--- src/sv/ptq_pkg.sv ---
`timescale 1ns / 1ps
package ptq_pkg;
	localparam int MODE_W = 4;
	localparam int SLOT_ID_W = 4;
	localparam int REP_W = 16;
	localparam int IO_TIME_W = 48;

	localparam logic [MODE_W-1:0] MODE_CREATE  = 4'd0;
	localparam logic [MODE_W-1:0] MODE_PAUSE   = 4'd1;
	localparam logic [MODE_W-1:0] MODE_RESUME  = 4'd2;
	localparam logic [MODE_W-1:0] MODE_RESET   = 4'd3;
	localparam logic [MODE_W-1:0] MODE_CANCEL  = 4'd4;
	localparam logic [MODE_W-1:0] MODE_ADVANCE = 4'd5;
	localparam logic [MODE_W-1:0] MODE_SETCLK  = 4'd6;
	localparam logic [MODE_W-1:0] MODE_CLEAR   = 4'd7;
	localparam logic [MODE_W-1:0] MODE_QUERY   = 4'd8;

	typedef enum logic [1:0] {
		ST_FREE   = 2'd0,
		ST_ACTIVE = 2'd1,
		ST_PAUSED = 2'd2
	} slot_st_t;

	// Commands from the controller to the datapath.
	typedef struct packed {
		logic load;      // capture the incoming item
		logic clk_upd;   // apply advance or set clock
		logic cmd_exec;  // perform a slot command and form the reply
		logic set_last;  // mark the held event as the last of its command
		logic scan_clr;  // start a due search
		logic scan_step; // examine one slot
		logic fire;      // fire the best slot and emit an event
		logic none_rep;  // emit the reply of a clock change with no firing
		logic set_more;  // flag more_pending on the held event
		logic out_take;  // result register has been taken
	} ptq_cmd_t;

	// Status from the datapath to the controller.
	typedef struct packed {
		logic is_clock;  // item is advance or set clock
		logic scan_done; // last slot examined
		logic found;     // a due slot has been found
		logic out_full;  // result register holds an item
	} ptq_sts_t;
endpackage

--- src/sv/ptq_ctrl.sv ---
`timescale 1ns / 1ps
module ptq_ctrl #(
	parameter int EV_W = 7,
	parameter int MAX_EVENTS = 64
) (
	input  logic             clk,
	input  logic             arst_n,
	input  logic             in_valid,
	output logic             in_stall,
	output logic             out_valid,
	input  logic             out_stall,
	input  ptq_pkg::ptq_sts_t sts,
	output ptq_pkg::ptq_cmd_t cmd,
	output logic             last_flag
);
	import ptq_pkg::*;

	typedef enum logic [2:0] {
		S_IDLE, S_DECODE, S_EXEC, S_SCAN, S_FIRE, S_CHKSCAN, S_DONE
	} state_t;

	state_t state_q;
	logic [EV_W-1:0] events_q;
	logic held_q; // an event waits in the result register with last undecided
	logic out_free;

	// A held event is not offered until the following search has decided last.
	assign out_valid = sts.out_full && !held_q;
	assign out_free = !sts.out_full || (out_valid && !out_stall);

	always_comb begin
		cmd = '0;
		cmd.out_take = out_valid && !out_stall;
		in_stall = !(state_q == S_IDLE && out_free);
		last_flag = 1'b0;
		unique case (state_q)
			S_IDLE: cmd.load = in_valid && out_free;
			S_DECODE: begin
				if (sts.is_clock) begin
					cmd.clk_upd = 1'b1;
					cmd.scan_clr = 1'b1;
				end
			end
			S_EXEC: if (out_free) begin
				cmd.cmd_exec = 1'b1;
				last_flag = 1'b1;
			end
			S_SCAN, S_CHKSCAN: cmd.scan_step = 1'b1;
			S_FIRE: begin
				if (held_q) begin
					if (!sts.found) cmd.set_last = 1'b1;
				end else if (out_free) begin
					if (sts.found) begin
						cmd.fire = 1'b1;
						cmd.scan_clr = 1'b1;
					end else begin
						cmd.none_rep = 1'b1;
						last_flag = 1'b1;
					end
				end
			end
			S_DONE: begin
				cmd.set_last = 1'b1;
				cmd.set_more = sts.found;
			end
			default: ;
		endcase
	end

	always_ff @(posedge clk or negedge arst_n) begin
		if (!arst_n) begin
			state_q <= S_IDLE;
			events_q <= '0;
			held_q <= 1'b0;
		end else begin
			unique case (state_q)
				S_IDLE: if (cmd.load) state_q <= S_DECODE;
				S_DECODE: begin
					events_q <= '0;
					held_q <= 1'b0;
					state_q <= sts.is_clock ? S_SCAN : S_EXEC;
				end
				S_EXEC: if (out_free) state_q <= S_IDLE;
				S_SCAN: if (sts.scan_done) state_q <= S_FIRE;
				S_FIRE: begin
					if (held_q) begin
						// The held event is released, as a middle or as the final one.
						held_q <= 1'b0;
						if (!sts.found) state_q <= S_IDLE;
					end else if (out_free) begin
						if (sts.found) begin
							held_q <= 1'b1;
							events_q <= events_q + 1'b1;
							state_q <= (events_q + 1'b1 == EV_W'(MAX_EVENTS)) ?
								S_CHKSCAN : S_SCAN;
						end else begin
							state_q <= S_IDLE;
						end
					end
				end
				S_CHKSCAN: if (sts.scan_done) state_q <= S_DONE;
				S_DONE: begin
					held_q <= 1'b0;
					state_q <= S_IDLE;
				end
				default: state_q <= S_IDLE;
			endcase
		end
	end
endmodule

--- src/sv/ptq_dp.sv ---
`timescale 1ns / 1ps
module ptq_dp #(
	parameter int TIMER_SLOTS = 16,
	parameter int TIME_BITS = 48,
	parameter int IDX_W = 4
) (
	input  logic clk,
	input  logic arst_n,
	input  ptq_pkg::ptq_cmd_t cmd,
	output ptq_pkg::ptq_sts_t sts,
	input  logic last_flag,
	input  logic [ptq_pkg::MODE_W-1:0]    mode,
	input  logic [ptq_pkg::SLOT_ID_W-1:0] slot_id,
	input  logic [ptq_pkg::IO_TIME_W-1:0] period,
	input  logic [ptq_pkg::REP_W-1:0]     repeat_count,
	input  logic [ptq_pkg::IO_TIME_W-1:0] time_value,
	output logic is_expiry,
	output logic ok,
	output logic [ptq_pkg::SLOT_ID_W-1:0] timer_slot,
	output logic [1:0] slot_status,
	output logic [ptq_pkg::IO_TIME_W-1:0] time_left,
	output logic [ptq_pkg::REP_W-1:0] repeats_left,
	output logic final_fire,
	output logic more_pending,
	output logic last
);
	import ptq_pkg::*;

	localparam logic [TIME_BITS-1:0] TMAX = '1;

	slot_st_t st_q [TIMER_SLOTS];
	logic [TIME_BITS-1:0] per_q [TIMER_SLOTS];
	logic [TIME_BITS-1:0] dl_q [TIMER_SLOTS];
	logic [REP_W-1:0] rep_q [TIMER_SLOTS];
	logic [IDX_W-1:0] rank_q [TIMER_SLOTS];

	logic [MODE_W-1:0] mode_q;
	logic [SLOT_ID_W-1:0] sid_q;
	logic [TIME_BITS-1:0] per_in_q, tv_q, clock_q;
	logic [REP_W-1:0] reps_in_q;

	logic [IDX_W-1:0] scan_q, best_q;
	logic found_q;
	logic out_full_q;

	function automatic logic [TIME_BITS-1:0] sat_add(input logic [TIME_BITS-1:0] a,
			input logic [TIME_BITS-1:0] b);
		logic [TIME_BITS:0] s;
		s = {1'b0, a} + {1'b0, b};
		return s[TIME_BITS] ? TMAX : s[TIME_BITS-1:0];
	endfunction

	wire in_range = {{(32-SLOT_ID_W){1'b0}}, sid_q} < TIMER_SLOTS;
	wire [IDX_W-1:0] s = in_range ? IDX_W'(sid_q) : '0;
	slot_st_t cur;
	assign cur = st_q[s];

	// Active count excluding one slot.
	function automatic logic [IDX_W-1:0] n_active(input logic [IDX_W-1:0] ex);
		logic [IDX_W:0] n;
		n = '0;
		for (int t = 0; t < TIMER_SLOTS; t++)
			if (IDX_W'(t) != ex && st_q[t] == ST_ACTIVE) n = n + 1'b1;
		return n[IDX_W-1:0];
	endfunction

	wire [IDX_W-1:0] scan_i = scan_q;
	wire cand = st_q[scan_i] == ST_ACTIVE && dl_q[scan_i] <= clock_q;
	wire better = !found_q || dl_q[scan_i] < dl_q[best_q] ||
		(dl_q[scan_i] == dl_q[best_q] && rank_q[scan_i] < rank_q[best_q]);

	wire [TIME_BITS-1:0] left_act = dl_q[s] > clock_q ? dl_q[s] - clock_q : '0;
	wire [REP_W-1:0] b_rep_dec = rep_q[best_q] - 1'b1;
	wire b_fin = rep_q[best_q] == REP_W'(1);

	assign sts.is_clock = mode_q == MODE_ADVANCE || mode_q == MODE_SETCLK;
	assign sts.scan_done = scan_q == IDX_W'(TIMER_SLOTS - 1);
	assign sts.found = found_q;
	assign sts.out_full = out_full_q;

	always_ff @(posedge clk or negedge arst_n) begin
		if (!arst_n) begin
			for (int t = 0; t < TIMER_SLOTS; t++) st_q[t] <= ST_FREE;
			clock_q <= '0;
			out_full_q <= 1'b0;
			found_q <= 1'b0;
			scan_q <= '0;
		end else begin
			if (cmd.out_take) out_full_q <= 1'b0;
			if (cmd.load) begin
				mode_q <= mode;
				sid_q <= slot_id;
				per_in_q <= TIME_BITS'(period);
				reps_in_q <= repeat_count;
				tv_q <= TIME_BITS'(time_value);
			end
			if (cmd.clk_upd)
				clock_q <= (mode_q == MODE_ADVANCE) ? sat_add(clock_q, tv_q) : tv_q;
			if (cmd.scan_clr) begin
				scan_q <= '0;
				found_q <= 1'b0;
			end
			if (cmd.scan_step) begin
				if (cand && better) begin
					best_q <= scan_i;
					found_q <= 1'b1;
				end
				if (!sts.scan_done) scan_q <= scan_q + 1'b1;
			end
			// The held event learns at the end of the following search whether it is last.
			if (cmd.set_more) more_pending <= 1'b1;
			if (cmd.set_last) last <= 1'b1;
			if (cmd.fire) begin
				for (int t = 0; t < TIMER_SLOTS; t++)
					if (IDX_W'(t) != best_q && st_q[t] == ST_ACTIVE && rank_q[t] > rank_q[best_q])
						rank_q[t] <= rank_q[t] - 1'b1;
				if (rep_q[best_q] != '0) rep_q[best_q] <= b_rep_dec;
				if (b_fin) st_q[best_q] <= ST_FREE;
				else begin
					dl_q[best_q] <= sat_add(dl_q[best_q], per_q[best_q]);
					rank_q[best_q] <= n_active(best_q);
				end
				out_full_q <= 1'b1;
				is_expiry <= 1'b1;
				ok <= 1'b1;
				timer_slot <= SLOT_ID_W'(best_q);
				slot_status <= b_fin ? ST_FREE : ST_ACTIVE;
				time_left <= '0;
				repeats_left <= (rep_q[best_q] != '0) ? b_rep_dec : '0;
				final_fire <= b_fin;
				more_pending <= 1'b0;
				last <= 1'b0;
			end
			if (cmd.none_rep) begin
				out_full_q <= 1'b1;
				{is_expiry, timer_slot, slot_status, time_left, repeats_left} <= '0;
				{final_fire, more_pending} <= '0;
				ok <= 1'b1;
				last <= 1'b1;
			end
			if (cmd.cmd_exec) begin
				logic rok;
				slot_st_t nst;
				logic [REP_W-1:0] nrep;
				logic [TIME_BITS-1:0] lft;
				rok = 1'b0;
				nst = cur;
				nrep = rep_q[s];
				lft = '0;
				if (mode_q == MODE_CLEAR) begin
					for (int t = 0; t < TIMER_SLOTS; t++) st_q[t] <= ST_FREE;
					rok = 1'b1;
				end else if (mode_q <= MODE_QUERY && in_range) begin
					unique case (mode_q)
						MODE_CREATE: if (cur == ST_FREE && per_in_q != '0) begin
							per_q[s] <= per_in_q;
							rep_q[s] <= reps_in_q;
							nrep = reps_in_q;
							dl_q[s] <= sat_add(clock_q, per_in_q);
							rank_q[s] <= n_active(s);
							nst = ST_ACTIVE;
							rok = 1'b1;
						end
						MODE_PAUSE: if (cur == ST_ACTIVE) begin
							for (int t = 0; t < TIMER_SLOTS; t++)
								if (IDX_W'(t) != s && st_q[t] == ST_ACTIVE && rank_q[t] > rank_q[s])
									rank_q[t] <= rank_q[t] - 1'b1;
							dl_q[s] <= left_act;
							nst = ST_PAUSED;
							rok = 1'b1;
						end
						MODE_RESUME: if (cur == ST_PAUSED) begin
							dl_q[s] <= sat_add(clock_q, dl_q[s]);
							rank_q[s] <= n_active(s);
							nst = ST_ACTIVE;
							rok = 1'b1;
						end
						MODE_RESET: if (cur == ST_ACTIVE) begin
							for (int t = 0; t < TIMER_SLOTS; t++)
								if (IDX_W'(t) != s && st_q[t] == ST_ACTIVE && rank_q[t] > rank_q[s])
									rank_q[t] <= rank_q[t] - 1'b1;
							dl_q[s] <= sat_add(clock_q, per_q[s]);
							rank_q[s] <= n_active(s);
							rok = 1'b1;
						end
						MODE_CANCEL: if (cur != ST_FREE) begin
							if (cur == ST_ACTIVE)
								for (int t = 0; t < TIMER_SLOTS; t++)
									if (IDX_W'(t) != s && st_q[t] == ST_ACTIVE &&
											rank_q[t] > rank_q[s])
										rank_q[t] <= rank_q[t] - 1'b1;
							nst = ST_FREE;
							rok = 1'b1;
						end
						default: begin
							rok = 1'b1;
							if (cur == ST_ACTIVE) lft = left_act;
							else if (cur == ST_PAUSED) lft = dl_q[s];
						end
					endcase
					st_q[s] <= nst;
				end
				out_full_q <= 1'b1;
				is_expiry <= 1'b0;
				ok <= rok;
				final_fire <= 1'b0;
				more_pending <= 1'b0;
				last <= last_flag;
				time_left <= IO_TIME_W'(lft);
				if (mode_q <= MODE_QUERY && mode_q != MODE_CLEAR && in_range) begin
					timer_slot <= sid_q;
					slot_status <= nst;
					repeats_left <= (nst != ST_FREE) ? nrep : '0;
				end else begin
					timer_slot <= (mode_q <= MODE_QUERY && mode_q != MODE_CLEAR) ? sid_q : '0;
					slot_status <= ST_FREE;
					repeats_left <= '0;
				end
			end
		end
	end
endmodule

--- src/sv/periodic_timer_queue_core.sv ---
`timescale 1ns / 1ps
// Periodic timer queue: a table of TIMER_SLOTS timer slots and a running clock in
// 1/65536 units. Each input item is one command; slot commands give a single
// reply item. Advance and set clock search the table for the earliest due timer,
// one slot a cycle, and the clock change ends with one further sweep when
// MAX_EVENTS items have been given. An expiry item is held back until the
// following search has decided whether it is the last one. The search loop over
// the slot table sets the rate. Items are emitted in deadline order, ties in
// queue order, and the last item of a command carries last.
module periodic_timer_queue_core #(
	parameter int TIMER_SLOTS = 16,
	parameter int TIME_BITS = 48,
	parameter int MAX_EVENTS = 64
) (
	input  logic clk,
	input  logic arst_n,
	input  logic in_valid,
	output logic in_stall,
	input  logic [ptq_pkg::MODE_W-1:0]    mode,
	input  logic [ptq_pkg::SLOT_ID_W-1:0] slot_id,
	input  logic [ptq_pkg::IO_TIME_W-1:0] period,
	input  logic [ptq_pkg::REP_W-1:0]     repeat_count,
	input  logic [ptq_pkg::IO_TIME_W-1:0] time_value,
	output logic out_valid,
	input  logic out_stall,
	output logic is_expiry,
	output logic ok,
	output logic [ptq_pkg::SLOT_ID_W-1:0] timer_slot,
	output logic [1:0] slot_status,
	output logic [ptq_pkg::IO_TIME_W-1:0] time_left,
	output logic [ptq_pkg::REP_W-1:0] repeats_left,
	output logic final_fire,
	output logic more_pending,
	output logic last
);
	import ptq_pkg::*;

	localparam int IDX_W = $clog2(TIMER_SLOTS);
	localparam int EV_W = $clog2(MAX_EVENTS + 1);

	ptq_cmd_t cmd;
	ptq_sts_t sts;
	logic last_flag;

	// The extra sweep after the cap only decides more_pending.
	ptq_ctrl #(.EV_W(EV_W), .MAX_EVENTS(MAX_EVENTS)) u_ctrl (
		.clk, .arst_n, .in_valid, .in_stall, .out_valid, .out_stall, .sts, .cmd, .last_flag
	);

	ptq_dp #(.TIMER_SLOTS(TIMER_SLOTS), .TIME_BITS(TIME_BITS), .IDX_W(IDX_W)) u_dp (
		.clk, .arst_n, .cmd, .sts, .last_flag,
		.mode, .slot_id, .period, .repeat_count, .time_value,
		.is_expiry, .ok, .timer_slot, .slot_status, .time_left, .repeats_left,
		.final_fire, .more_pending, .last
	);
endmodule

--- config.mk ---
export PLATFORM = sky130hd
export DESIGN_NAME = periodic_timer_queue_core
export DESIGN_NICKNAME = d
export VERILOG_FILES = /design/src/sv/ptq_pkg.sv /design/src/sv/ptq_ctrl.sv /design/src/sv/ptq_dp.sv /design/src/sv/periodic_timer_queue_core.sv
export SDC_FILE = /design/constraint.sdc
export NUM_CORES = 2
export LEC_CHECK = 0
export ABC_AREA = 0
export BUFFER_PORTS_ARGS = -buffer_cell sky130_fd_sc_hd__buf_2
export CAP_MARGIN = 20
export CORE_ASPECT_RATIO = 1.4
export CORE_UTILIZATION = 50
export DETAILED_ROUTE_END_ITERATION = 8
export GPL_ROUTABILITY_DRIVEN = 0
export PLACE_DENSITY = 0.66
export SLEW_MARGIN = 0
export SYNTH_ARGS = -nofsm -noshare
export SYNTH_HDL_FRONTEND = slang
export SYNTH_HIERARCHICAL = 1
export SYNTH_SLANG_ARGS = --single-unit
--- constraint.sdc ---
create_clock -name clk -period 20.6 [get_ports clk]
set_input_delay 1.03 -clock clk [delete_from_list [all_inputs] [get_ports clk]]
set_output_delay 1.03 -clock clk [all_outputs]
set_load 0.02 [all_outputs]
* Word level (Yosys, flattened, before mapping)
Memories as Yosys holds them, arrays and structs flattened. A register that Yosys moved wholly into a read port is not among the register bits. Cells that the tools add are included.
Word-level totals: register bits after elaboration 296, bits in writable memories 1856, input port bits 124, output and inout bits 77, logic and storage cells 1376, memories kept 4
Cells by class: $add $sub $neg 85, magnitude comparators 42, equal/unequal tests 76, mux-type cells 890, bitwise operators 58, reductions and logical operators 183
Memories:
- u_dp.dl_q | words 16, width 48, rd ports 3, clocked after memory_dff 2, write ports 1, RTL line ptq_dp.sv:33 | logic [TIME_BITS-1:0] dl_q [TIMER_SLOTS];
- u_dp.per_q | words 16, width 48, rd ports 2, clocked after memory_dff 2, write ports 1, RTL line ptq_dp.sv:32 | logic [TIME_BITS-1:0] per_q [TIMER_SLOTS];
- u_dp.rep_q | words 16, width 16, rd ports 2, clocked after memory_dff 2, write ports 1, RTL line ptq_dp.sv:34 | logic [REP_W-1:0] rep_q [TIMER_SLOTS];
- u_dp.rank_q | words 16, width 4, rd ports 19, clocked after memory_dff 2, write ports 17, RTL line ptq_dp.sv:35 | logic [IDX_W-1:0] rank_q [TIMER_SLOTS];
Operators by type and width (count):
- $mux 4 | 401
- $mux 48 | 19
- $mux 1 | 406
- $add 48x48->49 | 5
- $add 4x1->4 const B | 61
- $mux 16 | 11
- $mux 32 | 5
- $logic_and 1x1->1 | 145
- $gt 4x4->1 | 32
- $ne 4x4->1 const A | 16
- $sub 4x1->4 const B | 16
- $or 1x1->1 | 53
- $eq 48x48->1 | 1
- $gt 48x48->1 | 1
- $le 48x48->1 | 1
- $lt 48x48->1 | 1
- $reduce_bool 48->1 | 1
- $reduce_or 48->1 | 1
- $sub 48x48->48 | 1
- $mux 2 | 23
- $eq 2x1->1 const B | 18
- $and 32x32->32 | 1
- $bwmux 32 | 1
- $ne 3x4->1 const A | 8
- 52 further kinds | 106

* Longest topological paths before layout
depth after elaboration 119, depth in mapped cells 52, mapped depth without buffers 49

* Cells and area by module
The synthesis kept the hierarchy.
Modules (own cells, without submodules):
- ptq_dp | times used 1, cells each 10446, area an instance 140509.8 µm²
- ptq_ctrl | times used 1, cells each 99, area an instance 822.0 µm²

* Worst setup path before layout
OpenSTA, ideal clock, no wires.
kind flip-flop to flip-flop, start register u_dp.sid_q[1] (netlist: u_dp/s[1]), end memory u_dp.rank_q[0][2] (data pin), data arrival time 9.381 ns, required time 20.331 ns, slack 10.950 ns, stages on the path, launching flop included 47, buffers on the path 6, cells stage by stage edfxtp_1 -> buf_2 -> buf_6 -> buf_4 -> clkbuf_1 -> nor4_1 -> nor2_1 -> inv_1 -> ha_1 -> clkbuf_1 -> o32a_1 -> a221oi_4 -> ha_1 -> nor2_1 -> a31oi_1 -> ha_1 -> o22ai_1 -> a21o_1 -> [11 not listed] -> nand2_1 -> o31ai_1 -> ha_1 -> mux2_2 -> ha_1 -> mux2_2 -> ha_1 -> mux2_2 -> ha_1 -> mux2_2 -> ha_1 -> mux2_2 -> ha_1 -> nand2_1 -> xor2_1 -> xnor2_1 -> clkbuf_1 -> o21ai_0
RTL lines:
- start: declaration | RTL line ptq_dp.sv:38 | logic [SLOT_ID_W-1:0] sid_q;
- start signal: assignment | RTL line ptq_dp.sv:92 | sid_q <= slot_id;
- end: declaration | RTL line ptq_dp.sv:35

==> run summary <==
IO Count = 201
Leak Pwr = 54.93 nW
Max Clock Skew = 0.1077 ns
CTS tree = built
DRC errors left = 28
chip height = 631.1 um
Slew headroom = 0.1385
min Tclk post-route = 11.36 ns
Sw Ratio = 0.4621
synth top area cells = edfxtp_1, mux4_2, ha_1
Area Growth Syn to Fin = 9.086%
status = finished with violations
Final Util = 0.5495
Synth Register Bits = 2160
post-CTS sizing = 0
wire per inst = 35.95 um
RSZ-0062 raised after global routing = no
CTS Buffer Depth = 4
slew of the pin with the lowest slew margin = 1.292 ns
number of H-tree levels = 4
Clock Tree Root = clkbuf_16
Seq pwr share = 0.247
failing checks = DRC
Initial Util = 0.5037
critical path arrival = 12.07 ns
Final Hold Fails = 0
std cell rows = 230
syn_area_per_cell = 13.40 um^2
HPWL after DPL = 335100 um
drt total wl = 516100 um
Congestion Overflow GR = 0
largest net degree at the start of global routing = 133
Combinational Power Share = 0.571
sequential-to-total area share from yosys stat = 0.4549
area share of the largest cell type after synthesis = 0.4366
initial antenna violation count = 26
number of nets in the layout = 11150
Synth Net Count = 11240
postcts setup bufs = 0
CP Capture Type = register
CP Max Fanout = 21
die area = 284800 um^2
Post-DRT Antenna Nets = 0
clock power share = 0.182
vias in the first global route = 103600
DRT iter0 DRCs = 15180
Max Transition Viols Final = 0
post-synth cell types = 117
Via Count = 103900
total CTS buffers = 227
CP max-delay cell = xnor2_2
Psw = 10.53 mW
Max VDD drop = 1082 uV
Tcrit/Tclk final = 0.5515
Pint = 12.26 mW
worst hold-check path type = input pin to async pin
Mapped Cells = 10550
critical path startpoint category = register
Ys Warns = 6
hold_buf cts = 0
area leader, netlist = edfxtp_1
predominant post-synthesis flop cell = edfxtp_1
Post-synth EDFFs = 2055
drt pass-1 iters = 9
worst skew pair latency = 0.97 ns
Die Wd = 451.3 um
FMAX = 88.02 MHz
share of cells above drive strength 1 = 0.2574
Post-synth ARST share = 0.04491
WP buf/inv = 2
vias per cell = 7.233
GRT Util Overall = 0.3576
Setup CP Type = register to register
clock transition at the registers of the reported paths = 0.06 ns
Pwr per Cell Area = 147.8 nW/um^2
Worst path top cell family by delay = adder cells
Max Cap Violations = 0
critical path required time = 21.31 ns
CP most frequent cell = ha_1
first-pass GRT wire length = 731300 um
CTS Sinks = 2160
synthesized cell area = 141300 um^2
Core ar. = 280600 um^2
setup violators final = 0
crit-path max cell delay = 0.84 ns
setup TNS = 0 ns
Buffers on Ports = 200
==> worst paths after layout <==
path | startpoint | endpoint | slack [ns] | depth (start not counted)
min | arst_n | u_ctrl/events_q[6] | 0.07 | 1
max reg2reg | u_dp/best_q[1] | u_dp/rank_q[8][2] | 9.24 | 49
min reg2reg | u_dp/st_q[26] | u_dp/st_q[26] | 0.55 | 2
max | u_dp/best_q[1] | u_dp/rank_q[8][2] | 9.24 | 49
max in group asynchronous | arst_n | u_dp/clock_q[41] | 18.90 | 3
min in group clk | time_value[28] | u_dp/tv_q[28] | 0.24 | 1
==> cells in the mapped netlist (37+ instances only) <==
library cell	number
edfxtp_1	2055
mux4_2	1432
a21oi_1	811
nor2_1	782
clkbuf_1	634
ha_1	566
o21ai_0	488
nand2_1	482
inv_1	342
mux2i_1	336
mux2_2	276
xnor2_1	262
a21o_1	185
buf_1	141
nor3_1	140
nor2b_1	109
o21a_1	100
nand3_1	99
nand4_1	99
dfrtp_1	97
nand2b_1	88
a22oi_1	82
xor2_1	79
o21bai_1	70
o22ai_1	70
o221ai_1	52
o211ai_1	38
a31oi_1	37
==> layout make-up <==
class	count	area, um^2
diodes	9	22.52
fillers	22590	126400
clock inverters	135	1309
multi-input cells	7224	73270
clock buffers	275	5933
repair buffers	497	3351
flip-flops and latches	2160	64340
inverters	346	1304
well taps	3712	4644
==> routing by layer <==
layer | GRT usage | share of wire
met4 | 0.3093 | 0.10
met5 | 0 | 0.00038
met2 | 0.5506 | 0.46
met1 | 0.4271 | 0.33
met3 | 0.07686 | 0.11
==> cells by family (layout without fill, tap and decap cells) <==
logic type      Yosys count  count (layout)  share of synthesized area
xor+xnor                370             370                    0.02514
simple gates           1997            1997                    0.06579
flops                  2160            2160                     0.4549
fa+ha+maj               572             572                    0.05096
mux                    2044            2044                     0.2740
other cells               0               9                          0
buf+inv                1161            1253                    0.03164
compound gates         2241            2241                    0.09756
==> power by group through the flow <==
| stage | clock network [mW] | registers (mW) | logic (mW) |
|---|---|---|---|
| after floorplan | 0 | 5.47 | 8.64 |
| after detailed placement | 0 | 5.70 | 12.5 |
| final | 4.15 | 5.62 | 13.0 |
| after global placement | 0 | 5.69 | 12.1 |
| after global routing | 4.32 | 5.63 | 13.7 |
| after CTS | 4.18 | 5.61 | 12.6 |
==> registers in the layout (all words and copies together), names as in the netlist, 2 cells and up, named ones only <==
name and cells:
u_ctrl/events_q 7, u_dp/clock_q 48, u_dp/scan_i 4, u_dp/per_q 768, u_dp/reps_in_q 16, u_ctrl/state_q 3, u_dp/repeats_left 16, u_dp/dl_q 768
u_dp/slot_status 2, u_dp/time_left 48, u_dp/timer_slot 4, u_dp/mode_q 4, u_dp/s 4, u_dp/best_q 4, u_dp/rep_q 256, u_dp/rank_q 64
u_dp/per_in_q 48, u_dp/st_q 32, u_dp/tv_q 48
==> metrics by stage <==
stage	power (mW)	std cells	hold WS [ns]	setup slack (ns)	instance area [um^2]
floorplan	14.11	10550	0.4231	10.95	141300
global placement	17.80	13900	0.5335	9.671	146600
detailed placement	18.17	13910	0.5371	9.551	146700
CTS	22.35	14320	0.06534	9.450	153900
global route	23.61	14350	0.1153	8.689	154200
finish	22.79	14360	0.07321	9.238	154200
==> cell usage in the layout (no fill, tap or decap), drive strengths merged, types with 109 or more instances in the layout <==
cell,instances
xnor2,278
mux2,276
buf,494
mux4,1432
edfxtp,2055
o21ai,518
nor2,785
a21o,185
clkbuf,277
ha,566
a21oi,812
nor3,141
nor2b,109
inv,353
nand2,483
mux2i,336
Power figures use the tool's default switching activity.
